$ cat src/hw/rtl/fat_chain_allocator_defines.svh
// assertion macros shared by the allocator modules
`ifndef FAT_CHAIN_ALLOCATOR_DEFINES_SVH
`define FAT_CHAIN_ALLOCATOR_DEFINES_SVH

// same-cycle implication
`define FCA_ASSERT_IMPL(lbl, clk, rst, ante, cons) \
   lbl: assert property (@(posedge clk) disable iff (rst) (ante) |-> (cons)) \
      else $error("fca check failed");

// next-cycle implication
`define FCA_ASSERT_NEXT(lbl, clk, rst, ante, cons) \
   lbl: assert property (@(posedge clk) disable iff (rst) (ante) |=> (cons)) \
      else $error("fca check failed");

// condition that must never be seen
`define FCA_ASSERT_NEVER(lbl, clk, rst, expr) \
   lbl: assert property (@(posedge clk) disable iff (rst) !(expr)) \
      else $error("fca check failed");

`endif

$ cat src/hw/rtl/fca_pkg.sv
package fca_pkg;

   localparam int NUM_BLOCKS = 4096;
   localparam int BLK_W      = $clog2(NUM_BLOCKS);
   localparam int LINK_W     = BLK_W + 1;

   // table entry codes: link below NUM_BLOCKS, then end and free markers
   localparam logic [LINK_W-1:0] END_MARK  = LINK_W'(NUM_BLOCKS);
   localparam logic [LINK_W-1:0] FREE_MARK = LINK_W'(NUM_BLOCKS + 1);

   localparam logic [1:0] MODE_LOOKUP   = 2'd0;
   localparam logic [1:0] MODE_ALLOC    = 2'd1;
   localparam logic [1:0] MODE_TRUNCATE = 2'd2;

   localparam logic [1:0] STATUS_OK        = 2'd0;
   localparam logic [1:0] STATUS_PAST_END  = 2'd1;
   localparam logic [1:0] STATUS_DISK_FULL = 2'd2;

   typedef struct packed {
      logic       clr_wr;
      logic       accept;
      logic       head_chk;
      logic       trunc_zero;
      logic       cnt_one;
      logic       advance;
      logic       step_rd;
      logic       step_end;
      logic       step_chk;
      logic       set_status;
      logic [1:0] status_code;
      logic       set_disk;
      logic       scan_start;
      logic       scan_rd;
      logic       scan_inc;
      logic       al_end_wr;
      logic       al_link;
      logic       term_wr;
      logic       free_wr;
      logic       load_rsp;
   } fca_cmd_type;

   typedef struct packed {
      logic       clr_last;
      logic       rd_is_free;
      logic       cur_end;
      logic       ent_is_link;
      logic [1:0] mode;
      logic       cnt_eq_index;
      logic       cnt_lt_keep;
      logic       keep_zero;
      logic       scan_full;
   } fca_stat_type;

endpackage

$ cat src/hw/rtl/fca_ctrl.sv
`include "fat_chain_allocator_defines.svh"

module fca_ctrl
   import fca_pkg::*;
(
   input  logic         clock,
   input  logic         reset,
   input  logic         req_valid,
   output logic         req_ready,
   output logic         rsp_valid,
   input  logic         rsp_ready,
   output fca_cmd_type  cmd,
   input  fca_stat_type stat
);

   typedef enum logic [3:0] {
      ST_CLEAR,
      ST_IDLE,
      ST_HEAD,
      ST_LOOK,
      ST_STEP,
      ST_STEP_CHK,
      ST_SCAN,
      ST_SCAN_CHK,
      ST_AL_END,
      ST_AL_LINK,
      ST_TRUNC,
      ST_TERM,
      ST_FREE,
      ST_DONE
   } state_type;

   state_type state_ff, state_in;
   state_type ret_ff, ret_in;
   logic      rsp_valid_ff, rsp_valid_in;

   always_comb begin
      state_in = state_ff;
      ret_in   = ret_ff;
      cmd      = '0;
      case (state_ff)
         ST_CLEAR: begin
            cmd.clr_wr = 1'b1;
            if (stat.clr_last) begin
               state_in = ST_IDLE;
            end
         end
         ST_IDLE: begin
            if (req_valid) begin
               cmd.accept = 1'b1;
               state_in   = ST_HEAD;
            end
         end
         ST_HEAD: begin
            cmd.head_chk = 1'b1;
            case (stat.mode)
               MODE_LOOKUP, MODE_ALLOC: begin
                  state_in = ST_LOOK;
               end
               MODE_TRUNCATE: begin
                  if (stat.keep_zero) begin
                     cmd.trunc_zero = 1'b1;
                     state_in       = ST_FREE;
                  end else begin
                     cmd.cnt_one = 1'b1;
                     state_in    = ST_TRUNC;
                  end
               end
               default: begin
                  state_in = ST_DONE;
               end
            endcase
         end
         ST_LOOK: begin
            if (stat.cur_end) begin
               if (stat.mode == MODE_LOOKUP) begin
                  cmd.set_status  = 1'b1;
                  cmd.status_code = STATUS_PAST_END;
                  state_in        = ST_DONE;
               end else begin
                  cmd.scan_start = 1'b1;
                  state_in       = ST_SCAN;
               end
            end else if (stat.cnt_eq_index) begin
               cmd.set_disk = 1'b1;
               state_in     = ST_DONE;
            end else begin
               cmd.advance = 1'b1;
               ret_in      = ST_LOOK;
               state_in    = ST_STEP;
            end
         end
         ST_STEP: begin
            if (stat.ent_is_link) begin
               cmd.step_rd = 1'b1;
               state_in    = ST_STEP_CHK;
            end else begin
               cmd.step_end = 1'b1;
               state_in     = ret_ff;
            end
         end
         ST_STEP_CHK: begin
            cmd.step_chk = 1'b1;
            state_in     = ret_ff;
         end
         ST_SCAN: begin
            if (stat.scan_full) begin
               cmd.set_status  = 1'b1;
               cmd.status_code = STATUS_DISK_FULL;
               state_in        = ST_DONE;
            end else begin
               cmd.scan_rd = 1'b1;
               state_in    = ST_SCAN_CHK;
            end
         end
         ST_SCAN_CHK: begin
            if (stat.rd_is_free) begin
               state_in = ST_AL_END;
            end else begin
               cmd.scan_inc = 1'b1;
               state_in     = ST_SCAN;
            end
         end
         ST_AL_END: begin
            cmd.al_end_wr = 1'b1;
            state_in      = ST_AL_LINK;
         end
         ST_AL_LINK: begin
            cmd.al_link = 1'b1;
            state_in    = ST_LOOK;
         end
         ST_TRUNC: begin
            if (stat.cnt_lt_keep && !stat.cur_end) begin
               cmd.advance = 1'b1;
               ret_in      = ST_TRUNC;
               state_in    = ST_STEP;
            end else if (!stat.cur_end) begin
               state_in = ST_TERM;
            end else begin
               state_in = ST_FREE;
            end
         end
         ST_TERM: begin
            cmd.term_wr = 1'b1;
            ret_in      = ST_FREE;
            state_in    = ST_STEP;
         end
         ST_FREE: begin
            if (stat.cur_end) begin
               state_in = ST_DONE;
            end else begin
               cmd.free_wr = 1'b1;
               ret_in      = ST_FREE;
               state_in    = ST_STEP;
            end
         end
         ST_DONE: begin
            if (!rsp_valid_ff || rsp_ready) begin
               cmd.load_rsp = 1'b1;
               state_in     = ST_IDLE;
            end
         end
         default: begin
            state_in = ST_CLEAR;
         end
      endcase
   end

   always_comb begin
      rsp_valid_in = rsp_valid_ff;
      if (cmd.load_rsp) begin
         rsp_valid_in = 1'b1;
      end else if (rsp_ready) begin
         rsp_valid_in = 1'b0;
      end
   end

   always_ff @(posedge clock) begin
      if (reset) begin
         state_ff     <= ST_CLEAR;
         ret_ff       <= ST_LOOK;
         rsp_valid_ff <= 1'b0;
      end else begin
         state_ff     <= state_in;
         ret_ff       <= ret_in;
         rsp_valid_ff <= rsp_valid_in;
      end
   end

   assign req_ready = (state_ff == ST_IDLE);
   assign rsp_valid = rsp_valid_ff;

   `FCA_ASSERT_NEXT(a_rsp_held, clock, reset, state_ff == ST_DONE && rsp_valid_ff && !rsp_ready, state_ff == ST_DONE)

endmodule

$ cat config.mk
export PLATFORM = sky130hd
export DESIGN_NAME = fca_ctrl
export DESIGN_NICKNAME = d
export VERILOG_FILES = /design/src/hw/rtl/fca_pkg.sv /design/src/hw/rtl/fca_ctrl.sv
export VERILOG_INCLUDE_DIRS = /design/src /design/src/hw/rtl
export SDC_FILE = /design/constraint.sdc
export NUM_CORES = 1
export LEC_CHECK = 0
export ABC_CLOCK_PERIOD_IN_PS = 2400
export BUFFER_PORTS_ARGS = -buffer_cell sky130_fd_sc_hd__buf_2
export CORE_ASPECT_RATIO = 0.8
export CORE_MARGIN = 4
export CORE_UTILIZATION = 52
export DETAILED_ROUTE_END_ITERATION = 16
export PLACE_DENSITY = 0.84
export SLEW_MARGIN = 10
export SYNTH_ARGS = -nofsm -noshare
export SYNTH_HDL_FRONTEND = slang
export SYNTH_SLANG_ARGS = --single-unit
$ cat constraint.sdc
create_clock -name clock -period 2.4 [get_ports clock]
set_input_delay 0.24 -clock clock [delete_from_list [all_inputs] [get_ports clock]]
set_output_delay 0.24 -clock clock [all_outputs]
set_load 0.01 [all_outputs]
# After elaboration in Yosys (flattened, before gate mapping)

Cells that the tools add are included.

Flip-flop bits (word level): 9
Input bits: 14
Output and inout port bits: 23
Logic and storage cells: 93

Equality and inequality tests: 22
Multiplexer cells: 57
Reductions and logical operators: 11

Operators by type and width:

| operator                                                               | number |
|---|---|
| 4-bit two-way mux                                                      | 15 |
| 4-bit one-hot mux with 14 select lines                                 | 1 |
| 1-bit two-way mux                                                      | 28 |
| 4-bit equality test (second input constant)                            | 6 |
| 3-bit two-way mux                                                      | 6 |
| 4-bit by 3-bit equality test with 1-bit output (second input constant) | 4 |
| 4-bit one-hot mux with 4 select lines                                  | 1 |
| 2-bit inequality test (second input constant)                          | 7 |
| 4-bit by 2-bit equality test with 1-bit output (second input constant) | 2 |
| 4-bit one-hot mux with 2 select lines                                  | 1 |
| 2-bit two-way mux                                                      | 3 |
| 3-bit one-hot mux with 2 select lines                                  | 1 |
| 5-bit AND reduction                                                    | 1 |
| 4-bit by 1-bit equality test with 1-bit output (second input constant) | 1 |
| 4-bit logical NOT                                                      | 1 |
| 4-bit nonzero test                                                     | 1 |
| 3-bit AND reduction                                                    | 1 |
| 2-bit by 1-bit equality test with 1-bit output (second input constant) | 1 |
| 2-bit equality test (second input constant)                            | 1 |
| 1-bit logical NOT                                                      | 2 |
| 2-bit logical NOT                                                      | 1 |
| 1-bit one-hot mux with 2 select lines                                  | 1 |
| 2-bit nonzero test                                                     | 1 |
| 2-bit OR reduction                                                     | 1 |
| 2 further kinds                                                        | 2 |

# Depth between registers and ports, before layout

Gate-level depths: netlist of run 1.

Word-level depth: 5
Mapped depth: 7
Depth with buffers taken out: 5

# Least setup slack after synthesis of run 1

OpenSTA, ideal clock, no wires.

Kind: register to output
Start: register state_ff[2]
End: output port cmd[17] (netlist name)
Data arrival time: 1.311 ns
Required time: 2.160 ns
Path slack: 0.849 ns
Cell stages (with the launch flop): 5
Path buffers: 2
Cells stage by stage: dfxtp_1 > buf_2 > buf_1 > nor3_1 > and3_1

RTL lines:

| element                  | RTL line        | text |
|---|---|---|
| start: declaration       | fca_ctrl.sv:33  | `state_type state_ff, state_in;` |
| start signal: assignment | fca_ctrl.sv:184 | `state_ff <= state_in;` |
| end: declaration         | fca_ctrl.sv:12  | `output fca_cmd_type cmd,` |

==> results.sh, run 1 <==
export IMPL_outcome="completed"
export IMPL_crit_path_end_kind="output port"
export IMPL_synth_area_top_cells="dfxtp_1 (19%), nor2b_1 (7.1%), nor2_1 (5.8%), nor3_1 (5.7%), nand2b_1 (4.5%)"
export IMPL_holdWs_ns=0.2380
export IMPL_drtPass1Iterations=4
export IMPL_synth_cell_types=48
export IMPL_crit_path_cell_trace="nor4bb_1 > nand2_1 > nor3_2 > or2_2 > buf_2"
export IMPL_critPathSlowestCell="dfxtp_1"
export IMPL_grt_antenna_before_repair=0
export IMPL_r2r_slack_ns=0.51
export IMPL_synth_fp_nets=151
export IMPL_setup_ws_ns=0.2044
export IMPL_clkLatencyLatePin_ns=0.27
export IMPL_drt_iter0_drc=54
export IMPL_numCtsBuffers=3
export IMPL_rsz0062_at_grt="no"
export IMPL_wl_met3_um=296
export IMPL_finalHoldViolCount=0
export IMPL_fill_cells=152
export IMPL_path_buf_inv=1
export IMPL_yosysTopAreaCell="dfxtp_1"
export IMPL_drc=0
export IMPL_n_antenna_cell=0
export IMPL_tightest_slew_ns=0.5700
export IMPL_post_drt_wl_per_cell_um=15.79
export IMPL_layout_drive_gt1_share_pct=29.52
export IMPL_drt_wl_total_um=2969
export IMPL_grt_overflow=0
export IMPL_grt_util_all_layers_pct=23.88
export IMPL_cts_buffer_depth=2
export IMPL_multi_input_area_um2=699.4
export IMPL_synth_top_cell_area_share_pct=18.56
export IMPL_ys_warnings_count=0
export IMPL_worstSetupPathType="reg2out"
export IMPL_synth_cells=137
export IMPL_std_cell_rows=13
export IMPL_initial_core_util_pct=57.40
export IMPL_finalClockSkew_ns=0.009361
export IMPL_layout_min_cycle_time_ns=2.196
export IMPL_critical_path_arrival_ns=1.96
export IMPL_ys_flop_type="dfxtp_1"
export IMPL_required_ns=2.16
export IMPL_peakVddDrop_v=0.0004855
export IMPL_hold_class="in2reg"
export IMPL_die_w_um=56.31
export IMPL_nets=181
export IMPL_synth_edf_count=0
export IMPL_crit_family="simple AND/OR/NAND/NOR gates"
export IMPL_leakage_nw=0.5235
export IMPL_synthTopCellsByCount="nor2_1 (15), nor2b_1 (11), nor3_1 (11)"
export IMPL_syn_area_per_cell_um2=7.087
export IMPL_finalMaxSlewViolations=0
export IMPL_ant_nets=0
export IMPL_wl_met2_um=1416
export IMPL_top_layer_used="met4"
export IMPL_dieArea_um2=2627
export IMPL_grt_pass1_wl_um=4740
export IMPL_timing_critical_path_from_type="flop"
export IMPL_io_pins=37
export IMPL_synthArstFlopShare_pct=0
export IMPL_max_freq_mhz=455.5
export IMPL_synth_most_common_cell="nor2_1"
export IMPL_slew_headroom_pct=61.95
export IMPL_cts_max_level=1
export IMPL_num_vias=1161
export IMPL_p_total_uw=766.2
export IMPL_fp_coreArea_um2=1692
export IMPL_fin_setup_tns_ns=0
export IMPL_viasPerCell=6.176
export IMPL_cp_slowest_stage_delay_ns=0.66
export IMPL_syn_to_final_growth_pct=17.53
export IMPL_final_util_pct=67.46
export IMPL_path_max_fanout=15
export IMPL_path_clk_slew_ns=0.07
export IMPL_die_y_um=46.65
export IMPL_finalCritPeriodShare_pct=91.48
export IMPL_finalSetupViolCount=0
export IMPL_syn_area_um2=970.9
export IMPL_clock_sinks=9
export IMPL_cts_tree="yes"
export IMPL_seq_area_frac_synth_pct=18.56
export IMPL_gp_congestion=0.9199
export IMPL_wl_met1_um=1196
export IMPL_grt_pass1_vias=1011
export IMPL_root_buffer="clkbuf_4"
export IMPL_cap_viol_max_count=0
export IMPL_ys_ff_latch=9
export IMPL_hold_buffers=0
export IMPL_grt_max_degree=31
export IMPL_dpl_hpwl_um=2315
export IMPL_seqCellArea_um2=181.4
export IMPL_port_buffers=36
export IMPL_powerDensity_nw_per_um2=671.5
export IMPL_pre_cts_slack_ns=0.3982
## state kept, by name, indices dropped and copies added (netlist names)
signal and flops:
state_ff 4, rsp_valid 1, ret_ff 4
## kinds of logic (layout without fill, tap and decap cells)
kind of cell	count (synthesis)	count (layout)	share of synthesized area, %
multiplexers	2	2	2.191
flip-flops	9	9	18.56
AND/OR/NAND/NOR	75	75	45.23
buffers and inverters	16	45	9.405
AO/OA/AOI/OAI	35	35	24.62
## metal layers
| metal | GRT usage [%] | up-vias |
|---|---|---|
| met3 | 6.162 | 10 |
| met2 | 41.03 | 64 |
| met1 | 28.29 | 535 |
| li1 | - | 552 |
| met4 | 11.85 | 0 |
| met5 | 0 | - |
## report_power, final
part,switching (mW),internal (mW)
registers,0.0847,0.169
logic,0.215,0.173
clock network,0.0590,0.0643
total,0.359,0.407
## placed cells by master (no fill, tap or decap), types with 2 or more instances in the layout
cell	instances
a2111oi_0	2
a21oi_1	6
a31oi_1	4
and3_1	5
buf_2	36
buf_4	2
clkbuf_4	3
dfxtp_1	8
inv_1	3
nand2_1	6
nand2b_1	7
nand3_1	2
nor2_1	15
nor2b_1	11
nor3_1	11
nor3b_1	4
o21ai_0	8
o21ai_1	2
o31ai_1	2
## path summary, 6_finish.rpt
path,to,start,depth (start not counted)
worst max-delay path,cmd[11],state_ff[0],5
worst min register to register,rsp_valid,rsp_valid,2
worst min-delay path,state_ff[2],reset,2
worst max register to register,ret_ff[3],state_ff[1],5
## metrics by stage
step	instances	area, µm²
after floorplan	137	970.9
after global placement	184	1114
after detailed placement	184	1114
after CTS	188	1140
after global routing	188	1141
final	188	1141
## what timing repair did
action,CTS,global route
resized for setup,0,1
buffers inserted,0,0
setup endpoints to repair,0,1
## area by class of cell
| cell class | count | share of cell area, % |
|---|---|---|
| multi-input combinational | 112 | 61.29 |
| sequential | 9 | 15.90 |
| clock buffer | 4 | 2.303 |
| timing repair buffer | 38 | 17.11 |
| tap | 22 | 2.412 |
| inverter | 3 | 0.9868 |
(Power assumes the default switching activity.)
==> run 2: changes to the inputs <==
- CORE_MARGIN: 4 -> not set
==> run 2 against run 1 <==
Core utilization grew 0.37 points. Sequential power decreased by 2%. Combinational power rose by 2%. Register-to-register slack lost 0.06 ns. Highest routed layer unchanged. Via count shrank 2.2%. First-iteration DRC count is 28% higher. Die area decreased by 22%. Sequential cell count did not move. Routed wire length down 7.7%. Non-clock buffer count is 1 higher. Critical path depth unchanged.
==> results.sh, run 2 (same netlist as run 1, synthesis figures left out) <==
export IMPL_drt_wl_total_um=2741
export IMPL_io_pins=37
export IMPL_port_buffers=36
export IMPL_required_ns=2.16
export IMPL_mostFrequentLayoutCell="buf_2"
export IMPL_critPathSlowestCell="dfxtp_1"
export IMPL_path_max_fanout=15
export IMPL_hp_start="reset"
export IMPL_seqCellArea_um2=180.2
export IMPL_cp_slowest_stage_delay_ns=0.63
export IMPL_clock_sinks=9
export IMPL_crit_path_cell_trace="nor4bb_1 > nand2_1 > nor3_2 > or2_2 > buf_2"
export IMPL_dpl_hpwl_um=2128
export IMPL_clkLatencyLatePin_ns=0.27
export IMPL_finalClockSkew_ns=0.004902
export IMPL_finalHoldViolCount=0
export IMPL_grt_util_all_layers_pct=29.54
export IMPL_worstSetupPathType="reg2out"
export IMPL_slew_headroom_pct=49.95
export IMPL_finalSetupViolCount=0
export IMPL_hold_depth=2
export IMPL_finalMaxSlewViolations=0
export IMPL_grt_antenna_before_repair=0
export IMPL_pre_cts_slack_ns=0.4970
export IMPL_dieArea_um2=2045
export IMPL_syn_to_final_growth_pct=18.17
export IMPL_fill_cells=169
export IMPL_drtPass1Iterations=4
export IMPL_layout_drive_gt1_share_pct=29.34
export IMPL_peakVddDrop_v=0.0004420
export IMPL_gp_congestion=0.9280
export IMPL_hold_class="in2reg"
export IMPL_final_cell_area_um2=1147
export IMPL_r2r_start="state_ff[3]"
export IMPL_grt_pass1_vias=963
export IMPL_cts_setup_buffers=0
export IMPL_r2r_slack_ns=0.45
export IMPL_min_to="rsp_valid"
export IMPL_cts_buffer_depth=2
export IMPL_p_total_uw=770.8
export IMPL_powerDensity_nw_per_um2=671.8
export IMPL_fin_setup_tns_ns=0
export IMPL_layout_common_cells="buf_2 (36), nor2_1 (15), nor2b_1 (11), nor3_1 (11), dfxtp_1 (9)"
export IMPL_r2r_end="state_ff[1]"
export IMPL_num_vias=1136
export IMPL_ant_nets=0
export IMPL_root_buffer="clkbuf_4"
export IMPL_finalCritPeriodShare_pct=90.13
export IMPL_tightest_slew_ns=0.7497
export IMPL_cts_max_level=1
export IMPL_worstRegToRegCells=5
export IMPL_cap_viol_max_count=0
export IMPL_crit_path_end_kind="output port"
export IMPL_grt_overflow=0
export IMPL_drt_iter0_drc=69
export IMPL_outcome="completed"
export IMPL_rsz0062_at_grt="no"
export IMPL_path_buf_inv=1
export IMPL_n_antenna_cell=0
export IMPL_grt_pass1_wl_um=4353
export IMPL_setup_ws_ns=0.2370
export IMPL_hold_buffers=0
export IMPL_timing_critical_path_from_type="flop"
export IMPL_initial_core_util_pct=57.40
export IMPL_max_freq_mhz=462.3
export IMPL_path_clk_slew_ns=0.07
export IMPL_dpl_instance_area_um2=1121
export IMPL_layout_min_cycle_time_ns=2.163
export IMPL_viasPerCell=6.011
export IMPL_cts_tree="yes"
export IMPL_critical_path_arrival_ns=1.92
export IMPL_numCtsBuffers=3
export IMPL_final_util_pct=67.83
export IMPL_std_cell_rows=13
export IMPL_nets=182
export IMPL_fp_coreArea_um2=1692
export IMPL_multi_input_area_um2=699.4
export IMPL_post_drt_wl_per_cell_um=14.50
export IMPL_drc=0
export IMPL_grt_max_degree=27
export IMPL_crit_family="simple AND/OR/NAND/NOR gates"
export IMPL_die_w_um=50.31
export IMPL_ctsResizeCount=0
export IMPL_die_y_um=40.65
export IMPL_leakage_nw=0.5284
==> run 2: worst max-delay path by stage <==
stage,startpoint,to,slack [ns],depth (start not counted)
after CTS,state_ff[0],cmd[11],0.27,5
after detailed placement,state_ff[2],ret_ff[3],0.50,5
final,state_ff[0],cmd[11],0.24,5
after floorplan,state_ff[2],cmd[17],0.85,4
after global placement,state_ff[2],ret_ff[3],0.55,5
after global routing,state_ff[3],cmd[15],0.08,4
==> run 2: where the power goes <==
part	switching [mW]	internal [mW]	total [mW]
clock network	0.0606	0.0645	0.125
logic	0.221	0.176	0.397
registers	0.0799	0.169	0.249
==> run 2: layer usage <==
layer | GRT usage [%] | wire, µm
met1 | 38.46 | 1196
met2 | 49.00 | 1249
met3 | 6.667 | 228
met4 | 11.11 | 66
met5 | 0 | 0
==> run 2: final cells by class <==
type / instances / share of cell area, %
clock buffers: 4 / 2.290
well taps: 22 / 2.399
multi-input cells: 112 / 60.96
inverters: 3 / 0.9815
flip-flops and latches: 9 / 15.70
repair buffers: 39 / 17.67
==> run 2: stage by stage <==
stage / hold WS [ns] / std cells
global route: 0.2356 / 189
floorplan: 0.4602 / 137
finish: 0.2357 / 189
global placement: 0.5148 / 185
CTS: 0.2281 / 189
detailed placement: 0.5069 / 185
